File: config.mk
export PLATFORM = sky130hd
export DESIGN_NAME = keyed_printable_substitution_cipher_unit
export DESIGN_NICKNAME = d
export VERILOG_FILES = /design/src/rtl/core/kpsc_pkg.sv /design/src/rtl/core/kpsc_rem_unit.sv /design/src/rtl/core/kpsc_tables.sv /design/src/rtl/core/keyed_printable_substitution_cipher_unit.sv
export SDC_FILE = /design/constraint.sdc
export NUM_CORES = 2
export LEC_CHECK = 0
export BUFFER_PORTS_ARGS = -buffer_cell sky130_fd_sc_hd__buf_2
export CORE_ASPECT_RATIO = 1.4
export CORE_MARGIN = 2
export CORE_UTILIZATION = 45
export CTS_CLUSTER_DIAMETER = 150
export DETAILED_ROUTE_END_ITERATION = 10
export SETUP_SLACK_MARGIN = 0.3
export SYNTH_ARGS = -nofsm -noshare
export SYNTH_HDL_FRONTEND = slang
export SYNTH_SLANG_ARGS = --single-unit
File: constraint.sdc
create_clock -name aclk -period 6.9 [get_ports aclk]
set_input_delay 0.345 -clock aclk [delete_from_list [all_inputs] [get_ports aclk]]
set_output_delay 0.345 -clock aclk [all_outputs]
set_load 0.02 [all_outputs]
File: src/rtl/core/kpsc_pkg.sv
// Shared package for the keyed printable substitution cipher unit.
// Holds default parameters, fixed field widths, register indexes, the
// sequencer state type and the control and status groups used between modules.
`timescale 1ns / 1ps

package kpsc_pkg;

    localparam int ALPHABET_SIZE_DEF = 95;
    localparam int FIRST_CODE_DEF    = 32;

    localparam int CHAR_W      = 8;
    localparam int KEY_W       = 32;
    localparam int DIGIT_W     = 4;
    localparam int DIGIT_STEPS = KEY_W / DIGIT_W;
    localparam int CFG_INDEX_W = 1;

    localparam logic [CFG_INDEX_W-1:0] CFG_CIPHER_KEY   = 1'b0;
    localparam logic [CFG_INDEX_W-1:0] CFG_DECRYPT_MODE = 1'b1;

    localparam logic REQ_BUILD     = 1'b0;
    localparam logic REQ_TRANSLATE = 1'b1;

    typedef enum logic [2:0] {
        ST_IDLE,
        ST_INIT,
        ST_MOD_GO,
        ST_MOD_WAIT,
        ST_SWAP_WA,
        ST_SWAP_WB,
        ST_FILL_RD,
        ST_FILL_WR
    } seq_state_t;

    typedef struct packed {
        logic build_start;
        logic rd_en;
    } tbl_ctrl_t;

    typedef struct packed {
        logic idle;
        logic built;
    } tbl_status_t;

endpackage

File: src/rtl/core/kpsc_rem_unit.sv
// Iterative remainder unit: key mod divisor, four key bits per cycle.
// Uses kpsc_pkg for key and digit widths.
`timescale 1ns / 1ps

module kpsc_rem_unit #(
    parameter int DIV_W = $clog2(kpsc_pkg::ALPHABET_SIZE_DEF)
) (
    input  logic                        aclk,
    input  logic                        aresetn,
    input  logic                        start,
    input  logic [kpsc_pkg::KEY_W-1:0]  dividend,
    input  logic [DIV_W-1:0]            divisor,
    output logic                        done,
    output logic [DIV_W-1:0]            remainder
);
    import kpsc_pkg::*;

    localparam int CNT_W = (DIGIT_STEPS > 1) ? $clog2(DIGIT_STEPS) : 1;

    logic               busy_reg, busy_next;
    logic               done_reg, done_next;
    logic [CNT_W-1:0]   cnt_reg, cnt_next;
    logic [KEY_W-1:0]   shift_reg, shift_next;
    logic [DIV_W-1:0]   div_reg, div_next;
    logic [DIV_W-1:0]   rem_reg, rem_next;

    always_ff @(posedge aclk) begin
        if (!aresetn) begin
            busy_reg <= 1'b0;
            done_reg <= 1'b0;
            cnt_reg  <= '0;
        end else begin
            busy_reg <= busy_next;
            done_reg <= done_next;
            cnt_reg  <= cnt_next;
        end
        shift_reg <= shift_next;
        div_reg   <= div_next;
        rem_reg   <= rem_next;
    end

    always_comb begin
        logic [DIV_W:0]   t;
        logic [DIV_W-1:0] r;
        busy_next  = busy_reg;
        done_next  = 1'b0;
        cnt_next   = cnt_reg;
        shift_next = shift_reg;
        div_next   = div_reg;
        rem_next   = rem_reg;
        r          = rem_reg;
        t          = '0;
        if (start) begin
            busy_next  = 1'b1;
            cnt_next   = '0;
            shift_next = dividend;
            div_next   = divisor;
            rem_next   = '0;
        end else if (busy_reg) begin
            // reduce one digit: shift in the top key bits, subtract when over
            for (int b = 0; b < DIGIT_W; b++) begin
                t = {r, shift_reg[KEY_W-1-b]};
                if (t >= {1'b0, div_reg}) begin
                    t = t - {1'b0, div_reg};
                end
                r = t[DIV_W-1:0];
            end
            rem_next   = r;
            shift_next = shift_reg << DIGIT_W;
            cnt_next   = cnt_reg + 1'b1;
            if (cnt_reg == CNT_W'(DIGIT_STEPS - 1)) begin
                busy_next = 1'b0;
                done_next = 1'b1;
            end
        end
    end

    assign done      = done_reg;
    assign remainder = rem_reg;

`ifndef SYNTHESIS
    a_rem_below_div: assert property (@(posedge aclk) disable iff (!aresetn)
        done_reg |-> (rem_reg < div_reg))
        else $error("remainder not below divisor");
    a_done_ends_busy: assert property (@(posedge aclk) disable iff (!aresetn)
        done_reg |-> !busy_reg)
        else $error("remainder unit still busy when done");
    a_start_busy: assert property (@(posedge aclk) disable iff (!aresetn)
        start |=> busy_reg)
        else $error("remainder unit did not start");
`endif

endmodule

File: src/rtl/core/kpsc_tables.sv
// Forward and inverse substitution tables with the build sequencer.
// Depends on kpsc_pkg and kpsc_rem_unit; memories have synchronous, registered reads.
`timescale 1ns / 1ps

module kpsc_tables #(
    parameter int ALPHABET_SIZE = kpsc_pkg::ALPHABET_SIZE_DEF,
    parameter int AW            = $clog2(ALPHABET_SIZE)
) (
    input  logic                        aclk,
    input  logic                        aresetn,
    input  logic [kpsc_pkg::KEY_W-1:0]  cipher_key,
    input  kpsc_pkg::tbl_ctrl_t         ctrl,
    input  logic [AW-1:0]               rd_addr,
    output kpsc_pkg::tbl_status_t       status,
    output logic [AW-1:0]               fwd_q,
    output logic [AW-1:0]               inv_q
);
    import kpsc_pkg::*;

    localparam logic [AW-1:0] LAST = AW'(ALPHABET_SIZE - 1);

    logic [AW-1:0] fwd_mem [ALPHABET_SIZE];
    logic [AW-1:0] inv_mem [ALPHABET_SIZE];

    seq_state_t    state_reg, state_next;
    logic [AW-1:0] i_reg, i_next;
    logic [AW-1:0] j_reg, j_next;
    logic [AW-1:0] k_reg, k_next;
    logic          built_reg, built_next;
    logic [KEY_W-1:0] key_reg, key_next;

    logic          fwd_we, a_re, b_re, inv_we, inv_re;
    logic [AW-1:0] fwd_waddr, fwd_wdata, a_addr, b_addr;
    logic [AW-1:0] inv_waddr, inv_wdata, inv_raddr;
    logic [AW-1:0] a_q_reg, b_q_reg, inv_q_reg;

    logic          rem_start, rem_done;
    logic [AW-1:0] rem_value;

    kpsc_rem_unit #(
        .DIV_W (AW)
    ) u_rem (
        .aclk      (aclk),
        .aresetn   (aresetn),
        .start     (rem_start),
        .dividend  (key_reg),
        .divisor   (i_reg),
        .done      (rem_done),
        .remainder (rem_value)
    );

    // forward table: one write port, two read ports
    always_ff @(posedge aclk) begin
        if (fwd_we) begin
            fwd_mem[fwd_waddr] <= fwd_wdata;
        end
        if (a_re) begin
            a_q_reg <= fwd_mem[a_addr];
        end
        if (b_re) begin
            b_q_reg <= fwd_mem[b_addr];
        end
    end

    // inverse table: one write port, one read port
    always_ff @(posedge aclk) begin
        if (inv_we) begin
            inv_mem[inv_waddr] <= inv_wdata;
        end
        if (inv_re) begin
            inv_q_reg <= inv_mem[inv_raddr];
        end
    end

    always_ff @(posedge aclk) begin
        if (!aresetn) begin
            state_reg <= ST_IDLE;
            built_reg <= 1'b0;
        end else begin
            state_reg <= state_next;
            built_reg <= built_next;
        end
        i_reg   <= i_next;
        j_reg   <= j_next;
        k_reg   <= k_next;
        key_reg <= key_next;
    end

    always_comb begin
        state_next = state_reg;
        i_next     = i_reg;
        j_next     = j_reg;
        k_next     = k_reg;
        key_next   = key_reg;
        built_next = built_reg;
        fwd_we     = 1'b0;
        fwd_waddr  = k_reg;
        fwd_wdata  = k_reg;
        a_re       = 1'b0;
        a_addr     = k_reg;
        b_re       = 1'b0;
        b_addr     = rem_value;
        inv_we     = 1'b0;
        inv_waddr  = a_q_reg;
        inv_wdata  = k_reg;
        inv_re     = 1'b0;
        inv_raddr  = rd_addr;
        rem_start  = 1'b0;
        unique case (state_reg)
            ST_IDLE: begin
                a_re   = ctrl.rd_en;
                a_addr = rd_addr;
                inv_re = ctrl.rd_en;
                if (ctrl.build_start) begin
                    // hold the key for the whole build
                    key_next   = cipher_key;
                    k_next     = '0;
                    state_next = ST_INIT;
                end
            end
            ST_INIT: begin
                // lay down the identity order
                fwd_we = 1'b1;
                if (k_reg == LAST) begin
                    i_next     = LAST;
                    state_next = ST_MOD_GO;
                end else begin
                    k_next = k_reg + 1'b1;
                end
            end
            ST_MOD_GO: begin
                rem_start  = 1'b1;
                state_next = ST_MOD_WAIT;
            end
            ST_MOD_WAIT: begin
                if (rem_done) begin
                    a_re       = 1'b1;
                    a_addr     = i_reg;
                    b_re       = 1'b1;
                    j_next     = rem_value;
                    state_next = ST_SWAP_WA;
                end
            end
            ST_SWAP_WA: begin
                fwd_we     = 1'b1;
                fwd_waddr  = i_reg;
                fwd_wdata  = b_q_reg;
                state_next = ST_SWAP_WB;
            end
            ST_SWAP_WB: begin
                fwd_we    = 1'b1;
                fwd_waddr = j_reg;
                fwd_wdata = a_q_reg;
                if (i_reg == AW'(1)) begin
                    k_next     = '0;
                    state_next = ST_FILL_RD;
                end else begin
                    i_next     = i_reg - 1'b1;
                    state_next = ST_MOD_GO;
                end
            end
            ST_FILL_RD: begin
                a_re       = 1'b1;
                state_next = ST_FILL_WR;
            end
            ST_FILL_WR: begin
                inv_we = 1'b1;
                if (k_reg == LAST) begin
                    built_next = 1'b1;
                    state_next = ST_IDLE;
                end else begin
                    k_next     = k_reg + 1'b1;
                    state_next = ST_FILL_RD;
                end
            end
            default: begin
                state_next = ST_IDLE;
            end
        endcase
    end

    assign status.idle  = (state_reg == ST_IDLE);
    assign status.built = built_reg;
    assign fwd_q        = a_q_reg;
    assign inv_q        = inv_q_reg;

`ifndef SYNTHESIS
    a_done_in_wait: assert property (@(posedge aclk) disable iff (!aresetn)
        rem_done |-> (state_reg == ST_MOD_WAIT))
        else $error("remainder finished outside wait state");
    a_swap_index: assert property (@(posedge aclk) disable iff (!aresetn)
        (state_reg == ST_SWAP_WA) |-> (j_reg < i_reg))
        else $error("swap partner not below position");
    a_built_sticky: assert property (@(posedge aclk) disable iff (!aresetn)
        built_reg |=> built_reg)
        else $error("built flag dropped");
`endif

endmodule

File: src/rtl/core/keyed_printable_substitution_cipher_unit.sv
// Keyed printable substitution cipher unit: an accepted transfer goes through the lookup
// stage and output register to its result; translates sustain one per cycle while the
// sequencer is idle and the result side keeps up. A build occupies the table sequencer for
// the identity fill, a remainder and swap at each of ALPHABET_SIZE-1 positions and the
// inverse fill, paced by the 4-bit-per-cycle remainder unit and one forward write port.
// Reset (aresetn, synchronous, active low) clears control and config; tables stay unbuilt.
`timescale 1ns / 1ps

module keyed_printable_substitution_cipher_unit #(
    parameter int ALPHABET_SIZE = kpsc_pkg::ALPHABET_SIZE_DEF,
    parameter int FIRST_CODE    = kpsc_pkg::FIRST_CODE_DEF
) (
    input  logic                               aclk,
    input  logic                               aresetn,
    // configuration writes
    input  logic                               cfg_wr_en,
    input  logic [kpsc_pkg::CFG_INDEX_W-1:0]   cfg_index,
    input  logic [kpsc_pkg::KEY_W-1:0]         cfg_wdata,
    // request channel
    input  logic                               s_tvalid,
    output logic                               s_tready,
    input  logic [kpsc_pkg::CHAR_W-1:0]        s_tdata,   // [7:0] char_in
    input  logic                               s_tuser,   // [0] req_type
    // result channel
    output logic                               m_tvalid,
    input  logic                               m_tready,
    output logic [kpsc_pkg::CHAR_W-1:0]        m_tdata,   // [7:0] char_out
    output logic                               m_tuser    // [0] mapped
);
    import kpsc_pkg::*;

    localparam int AW = $clog2(ALPHABET_SIZE);
    localparam int CW = CHAR_W + 1;
    localparam logic [CW-1:0] BAND_LO = CW'(FIRST_CODE);
    localparam logic [CW-1:0] BAND_HI = CW'(FIRST_CODE + ALPHABET_SIZE);

    // configuration registers
    logic [KEY_W-1:0] cipher_key_reg;
    logic             decrypt_mode_reg;

    // lookup stage, lined up with the table read
    logic             s1_valid_reg, s1_valid_next;
    logic             s1_hit_reg, s1_hit_next;
    logic             s1_dec_reg, s1_dec_next;

    // output register
    logic              out_valid_reg, out_valid_next;
    logic [CHAR_W-1:0] out_data_reg, out_data_next;
    logic              out_mapped_reg, out_mapped_next;

    tbl_ctrl_t     tbl_ctrl;
    tbl_status_t   tbl_status;
    logic [AW-1:0] tbl_addr, fwd_q, inv_q;

    logic          accept, out_free, in_band;
    logic [CW-1:0] char_ext, char_off, sum;
    logic [AW-1:0] entry;

    kpsc_tables #(
        .ALPHABET_SIZE (ALPHABET_SIZE),
        .AW            (AW)
    ) u_tables (
        .aclk       (aclk),
        .aresetn    (aresetn),
        .cipher_key (cipher_key_reg),
        .ctrl       (tbl_ctrl),
        .rd_addr    (tbl_addr),
        .status     (tbl_status),
        .fwd_q      (fwd_q),
        .inv_q      (inv_q)
    );

    // register writes land at once; the key is read by the build sequencer
    always_ff @(posedge aclk) begin
        if (!aresetn) begin
            cipher_key_reg   <= '0;
            decrypt_mode_reg <= 1'b0;
        end else if (cfg_wr_en) begin
            unique case (cfg_index)
                CFG_CIPHER_KEY:   cipher_key_reg   <= cfg_wdata;
                CFG_DECRYPT_MODE: decrypt_mode_reg <= cfg_wdata[0];
                default:          ;
            endcase
        end
    end

    // the output register frees its slot when empty or when the transfer goes out
    assign out_free = !out_valid_reg || m_tready;
    // take a new request while the sequencer is idle and the lookup stage can drain
    assign s_tready = tbl_status.idle && (!s1_valid_reg || out_free);
    assign accept   = s_tvalid && s_tready;

    assign char_ext = {1'b0, s_tdata};
    assign char_off = char_ext - BAND_LO;
    assign in_band  = (char_ext >= BAND_LO) && (char_ext < BAND_HI);
    assign tbl_addr = char_off[AW-1:0];

    assign tbl_ctrl.rd_en       = accept && (s_tuser == REQ_TRANSLATE);
    assign tbl_ctrl.build_start = accept && (s_tuser == REQ_BUILD);

    assign entry = s1_dec_reg ? inv_q : fwd_q;
    assign sum   = BAND_LO + CW'(entry);

    always_comb begin
        s1_valid_next   = s1_valid_reg;
        s1_hit_next     = s1_hit_reg;
        s1_dec_next     = s1_dec_reg;
        out_valid_next  = out_valid_reg;
        out_data_next   = out_data_reg;
        out_mapped_next = out_mapped_reg;
        // advance the lookup stage into the output register
        if (s1_valid_reg && out_free) begin
            out_valid_next  = 1'b1;
            out_data_next   = s1_hit_reg ? sum[CHAR_W-1:0] : '0;
            out_mapped_next = s1_hit_reg;
            s1_valid_next   = 1'b0;
        end else if (m_tready) begin
            out_valid_next = 1'b0;
        end
        // a build request yields an unmapped zero result
        if (accept) begin
            s1_valid_next = 1'b1;
            s1_hit_next   = (s_tuser == REQ_TRANSLATE) && in_band && tbl_status.built;
            s1_dec_next   = decrypt_mode_reg;
        end
    end

    always_ff @(posedge aclk) begin
        if (!aresetn) begin
            s1_valid_reg  <= 1'b0;
            out_valid_reg <= 1'b0;
        end else begin
            s1_valid_reg  <= s1_valid_next;
            out_valid_reg <= out_valid_next;
        end
        s1_hit_reg     <= s1_hit_next;
        s1_dec_reg     <= s1_dec_next;
        out_data_reg   <= out_data_next;
        out_mapped_reg <= out_mapped_next;
    end

    assign m_tvalid = out_valid_reg;
    assign m_tdata  = out_data_reg;
    assign m_tuser  = out_mapped_reg;

`ifndef SYNTHESIS
    a_mapped_needs_built: assert property (@(posedge aclk) disable iff (!aresetn)
        (m_tvalid && m_tuser) |-> tbl_status.built)
        else $error("mapped result before tables were built");
    a_unmapped_zero: assert property (@(posedge aclk) disable iff (!aresetn)
        (m_tvalid && !m_tuser) |-> (m_tdata == '0))
        else $error("unmapped result carries data");
    a_build_busies: assert property (@(posedge aclk) disable iff (!aresetn)
        (accept && (s_tuser == REQ_BUILD)) |=> !tbl_status.idle)
        else $error("build transfer did not start the sequencer");
    a_stage_holds: assert property (@(posedge aclk) disable iff (!aresetn)
        (s1_valid_reg && !out_free) |=> s1_valid_reg)
        else $error("lookup stage lost a result");
`endif

endmodule

==> summary.txt <==
Worst setup path
  • Number of buffers and inverters on the critical path: 2
  • FF-to-FF End: u_tables.u_rem.remainder[5]
  • R2R setup slack: ~220 ps
  • Critical path class: register to register
  • Slowest-stage cell, CP: edfxtp_1
  • Worst R2R Path Depth: 32
  • Worst R2R Start: u_tables.u_rem.shift_reg[31]
  • Critical Path AT: between 7000 and 8000 ps
  • CP peak stage delay: about 380 ps
  • Crit Path Max Fanout: 6
  • Top Family by Delay on Critical Path: compound AO/OA/AOI/OAI gates
  • Req. time, crit path: between 7000 and 8000 ps
  • CP endpoint kind: register
  • Crit start category: register
  • Critical Path Start: u_tables.u_rem.shift_reg[31]

Layout
  • Area growth from synthesis to layout: 12.3%
  • Layout fillers: around 12000
  • Layout cell share with drive strength beyond 1: a little over a fifth
  • Nets: between 4000 and 5000
  • FF+latch area: around 45000 um^2
  • Biggest regs: u_tables.fwd_mem (665), u_tables.inv_mem (665)
  • Multi-input logic area: 20500 um^2

Placement
  • I/O Buffers: 57
  • HPWL after DPL: between 100 and 150 mm
  • DP Worst Slack: -197 ps
  • Routability cong.: 0.864

Global routing
  • Antenna violations before repair: 4
  • First-pass GRT wire length: about 260 mm
  • GRT Util Overall: roughly a quarter
  • Vias in the first global route: ~39000
  • Largest net degree at the start of global routing: between 100 and 150
  • Total grt overflow: 0

Flow run
  • Max cap viols: 0

Drt
  • DRC viols: 0
  • Initial DRC count: between 3000 and 4000
  • Via Count: approximately 38000
  • Post-DRT Antenna Nets: 0
  • Detailed Routing Iterations Pass 1: 6
  • Via density: roughly 6.1
  • Detailed-route wire length per cell: roughly 29 um
  • DRT Wirelength: approximately 180 mm

Synth
  • Sequential fraction of the synthesis area: around two thirds
  • Area leader, netlist: edfxtp_1
  • Mean post-synth cell area: around 16 um^2
  • Post-Syn Instances: 4131
  • Main area contributors after synthesis: edfxtp_1, mux4_2, nand2_1
  • Yosys cell types: 73
  • Commonest register cell after synthesis: edfxtp_1
  • Synth warn: 0
  • Number of synthesized flops with an enable pin: ~1500
  • Top cell type's share of synthesized area: around two thirds
  • Register bit total from synthesis: 1505
  • Post-synthesis async set-or-reset flop share: 0%
  • Syn nets: 4217
  • Post-Syn Area: roughly 66000 um^2

Power and ir drop
  • Leakage: approximately 24 nW
  • Maximum vdd ir drop: roughly 0.4 mV
  • Comb pwr share: a little under a third
  • Reg power frac: 38.8%
  • Clock group share of total power: 29.9%
  • Net load switching power: about 8 mW
  • Power Internal: 18.5 mW
  • Sw Ratio: 30.4%
  • Pwr dens: ~360 nW/um^2

Die
  • Ports: between 50 and 60
  • Die H: 458 um
  • DIE AREA: ~150000 um^2
  • Cell Rows: roughly 170
  • Die width: 328 um
  • Starting density of the core: between 40 and 50%
  • Core area: between 100000 and 150000 um^2

CTS
  • CTS buffer count: ~150
  • Clock Latency Late Sink: roughly 800 ps
  • CTS Buffer Depth: 3
  • Clk root buf: clkbuf_16
  • Clk sinks: between 1500 and 2000
  • CTS clock-pin slew for the worst setup and hold paths: around 70 ps
  • Clock tree from TritonCTS: yes
  • H-tree levels: 4

Min path
  • Hold Crit Class: primary input to register
  • Hold-critical path depth: 4
  • Worst hold path startpoint: cfg_index
  • WHS Endpoint: cipher_key_reg[25]

Timing
  • RSZ-0062 raised after global routing: true
  • Setup violations, final: 0
  • Final setup TNS: 0 ps
  • Min cycle time layout: roughly 6700 ps
  • Clock Skews: between 30 and 40 ps
  • Hold Vio Cnt, Final: 0
  • Tcrit/Tclk final: between 90% and 100%
  • Final worst slack: approximately 220 ps
  • Rel. slew slack: approximately 23%
  • FMAX: 0.150 GHz
  • Worst Max-Slew Pin Slew: about 1200 ps
  • Max-slew violations: 0

Outcome
  • Run status: finished clean
## cell usage in the layout (no fill, tap or decap), drive strengths merged, types with 11 or more instances in the layout
cell type,n
o22ai,12
clkinv,59
a211oi,30
edfxtp,1454
ha,35
a21boi,34
bufinv,12
o21ai,55
clkbuf,175
buf,200
nor3,43
and3,35
a21oi,101
nor4,15
nand4,39
a311oi,18
a32oi,39
dfxtp,51
nand2,644
inv,45
mux4,418
nor2b,19
o221ai,16
dlygate4sd3,39
mux2,27
nor2,315
a21o,11
nand3,128
xor2,11
xnor2,14
mux2i,146
a31oi,36
## metal layers
layer | track usage, % | vias to the layer above | wire length, um
met5 | 0 | - | 13
met4 | 12.4 | 2 | 10000
met2 | 42.4 | 1585 | 95200
li1 | - | 16600 | -
met1 | 28.9 | 19900 | 66300
met3 | 3.36 | 365 | 10600
## Yosys cell counts, drive strengths merged, types with 39 or more instances
library cell and n:
clkbuf 114, nor2 315, nand4 39, edfxtp 1454, mux4 418, a32oi 39, o21ai 55, nand2 644
a21oi 101, buf 142, dfxtp 51, nor3 43, mux2i 146, nand3 128
## what timing repair did
action                                  in CTS  in global routing
gates resized for setup                     23                 12
pin swaps                                   25                 12
gates cloned                                 1                  0
buffers inserted                            12                  2
hold buffers                                39                  0
endpoints found under the hold margin       38                  0
endpoints found under the setup margin       7                  7
## cell families (layout without fill, tap and decap cells)
kind of cell    count (synthesis)  count (layout)  share of synthesized area [%]
mux                           591             591                           16.9
other cells                     0               3                              0
flops                        1505            1505                           67.6
fa+ha+maj                      39              39                          0.783
xor+xnor                       25              25                          0.331
simple gates                 1268            1268                           8.12
compound gates                413             414                           4.32
buf+inv                       290             537                           1.95
## worst reg2reg max path: cells and delay by family, from the launching register on
kind	cells	cell delay (ps)
adders and majority gates	5	1210
DFF	1	380
AOI/OAI and AO/OA	18	3160
and+or+nand+nor	3	440
muxes	4	1250
buffers and inverters	2	120
## stage by stage
| stage | instance area [um^2] | total power [mW] | hold slack [ps] | std cells | util (%) |
|---|---|---|---|---|---|
| final | 74200 | 26.5 | 116 | 6314 | 50.8 |
| after global routing | 74200 | 27.4 | 139 | 6313 | 50.8 |
| after CTS | 74100 | 26.4 | 39.8 | 6309 | 50.8 |
| after detailed placement | 68900 | 18.2 | 415 | 5993 | 47.2 |
| after global placement | 68900 | 18.1 | 411 | 5993 | 47.2 |
| after floorplan | 66200 | 15.4 | 408 | 4131 | - |
## power groups by stage
stage	Clock, mW	Combinational [mW]	Sequential, mW
floorplan	0	4.91	10.5
global placement	0	7.67	10.5
detailed placement	0	7.68	10.5
CTS	8.01	8.15	10.3
global route	8.34	8.76	10.3
finish	7.91	8.31	10.3
## worst max-delay path by stage
| stage | endpoint | depth (start not counted) | slack, ps |
|---|---|---|---|
| after global routing | u_tables.u_rem.remainder[0] | 34 | -150 |
| final | u_tables.u_rem.remainder[5] | 32 | 220 |
| after floorplan | u_tables.u_rem.remainder[3] | 32 | 320 |
| after CTS | u_tables.u_rem.remainder[5] | 32 | 110 |
| after detailed placement | u_tables.u_rem.remainder[5] | 34 | -200 |
| after global placement | u_tables.u_rem.remainder[5] | 34 | -300 |
## final cells by class
cell class / instances / area share, %
sequential: 1505 / 60.2
multi-input combinational: 2337 / 27.6
clock buffer: 175 / 5.16
tap: 1932 / 3.26
timing repair buffer: 239 / 2.50
clock inverter: 89 / 1.08
inverter: 34 / 0.172
antenna: 3 / 0.0101
(Power assumes the default switching activity.)
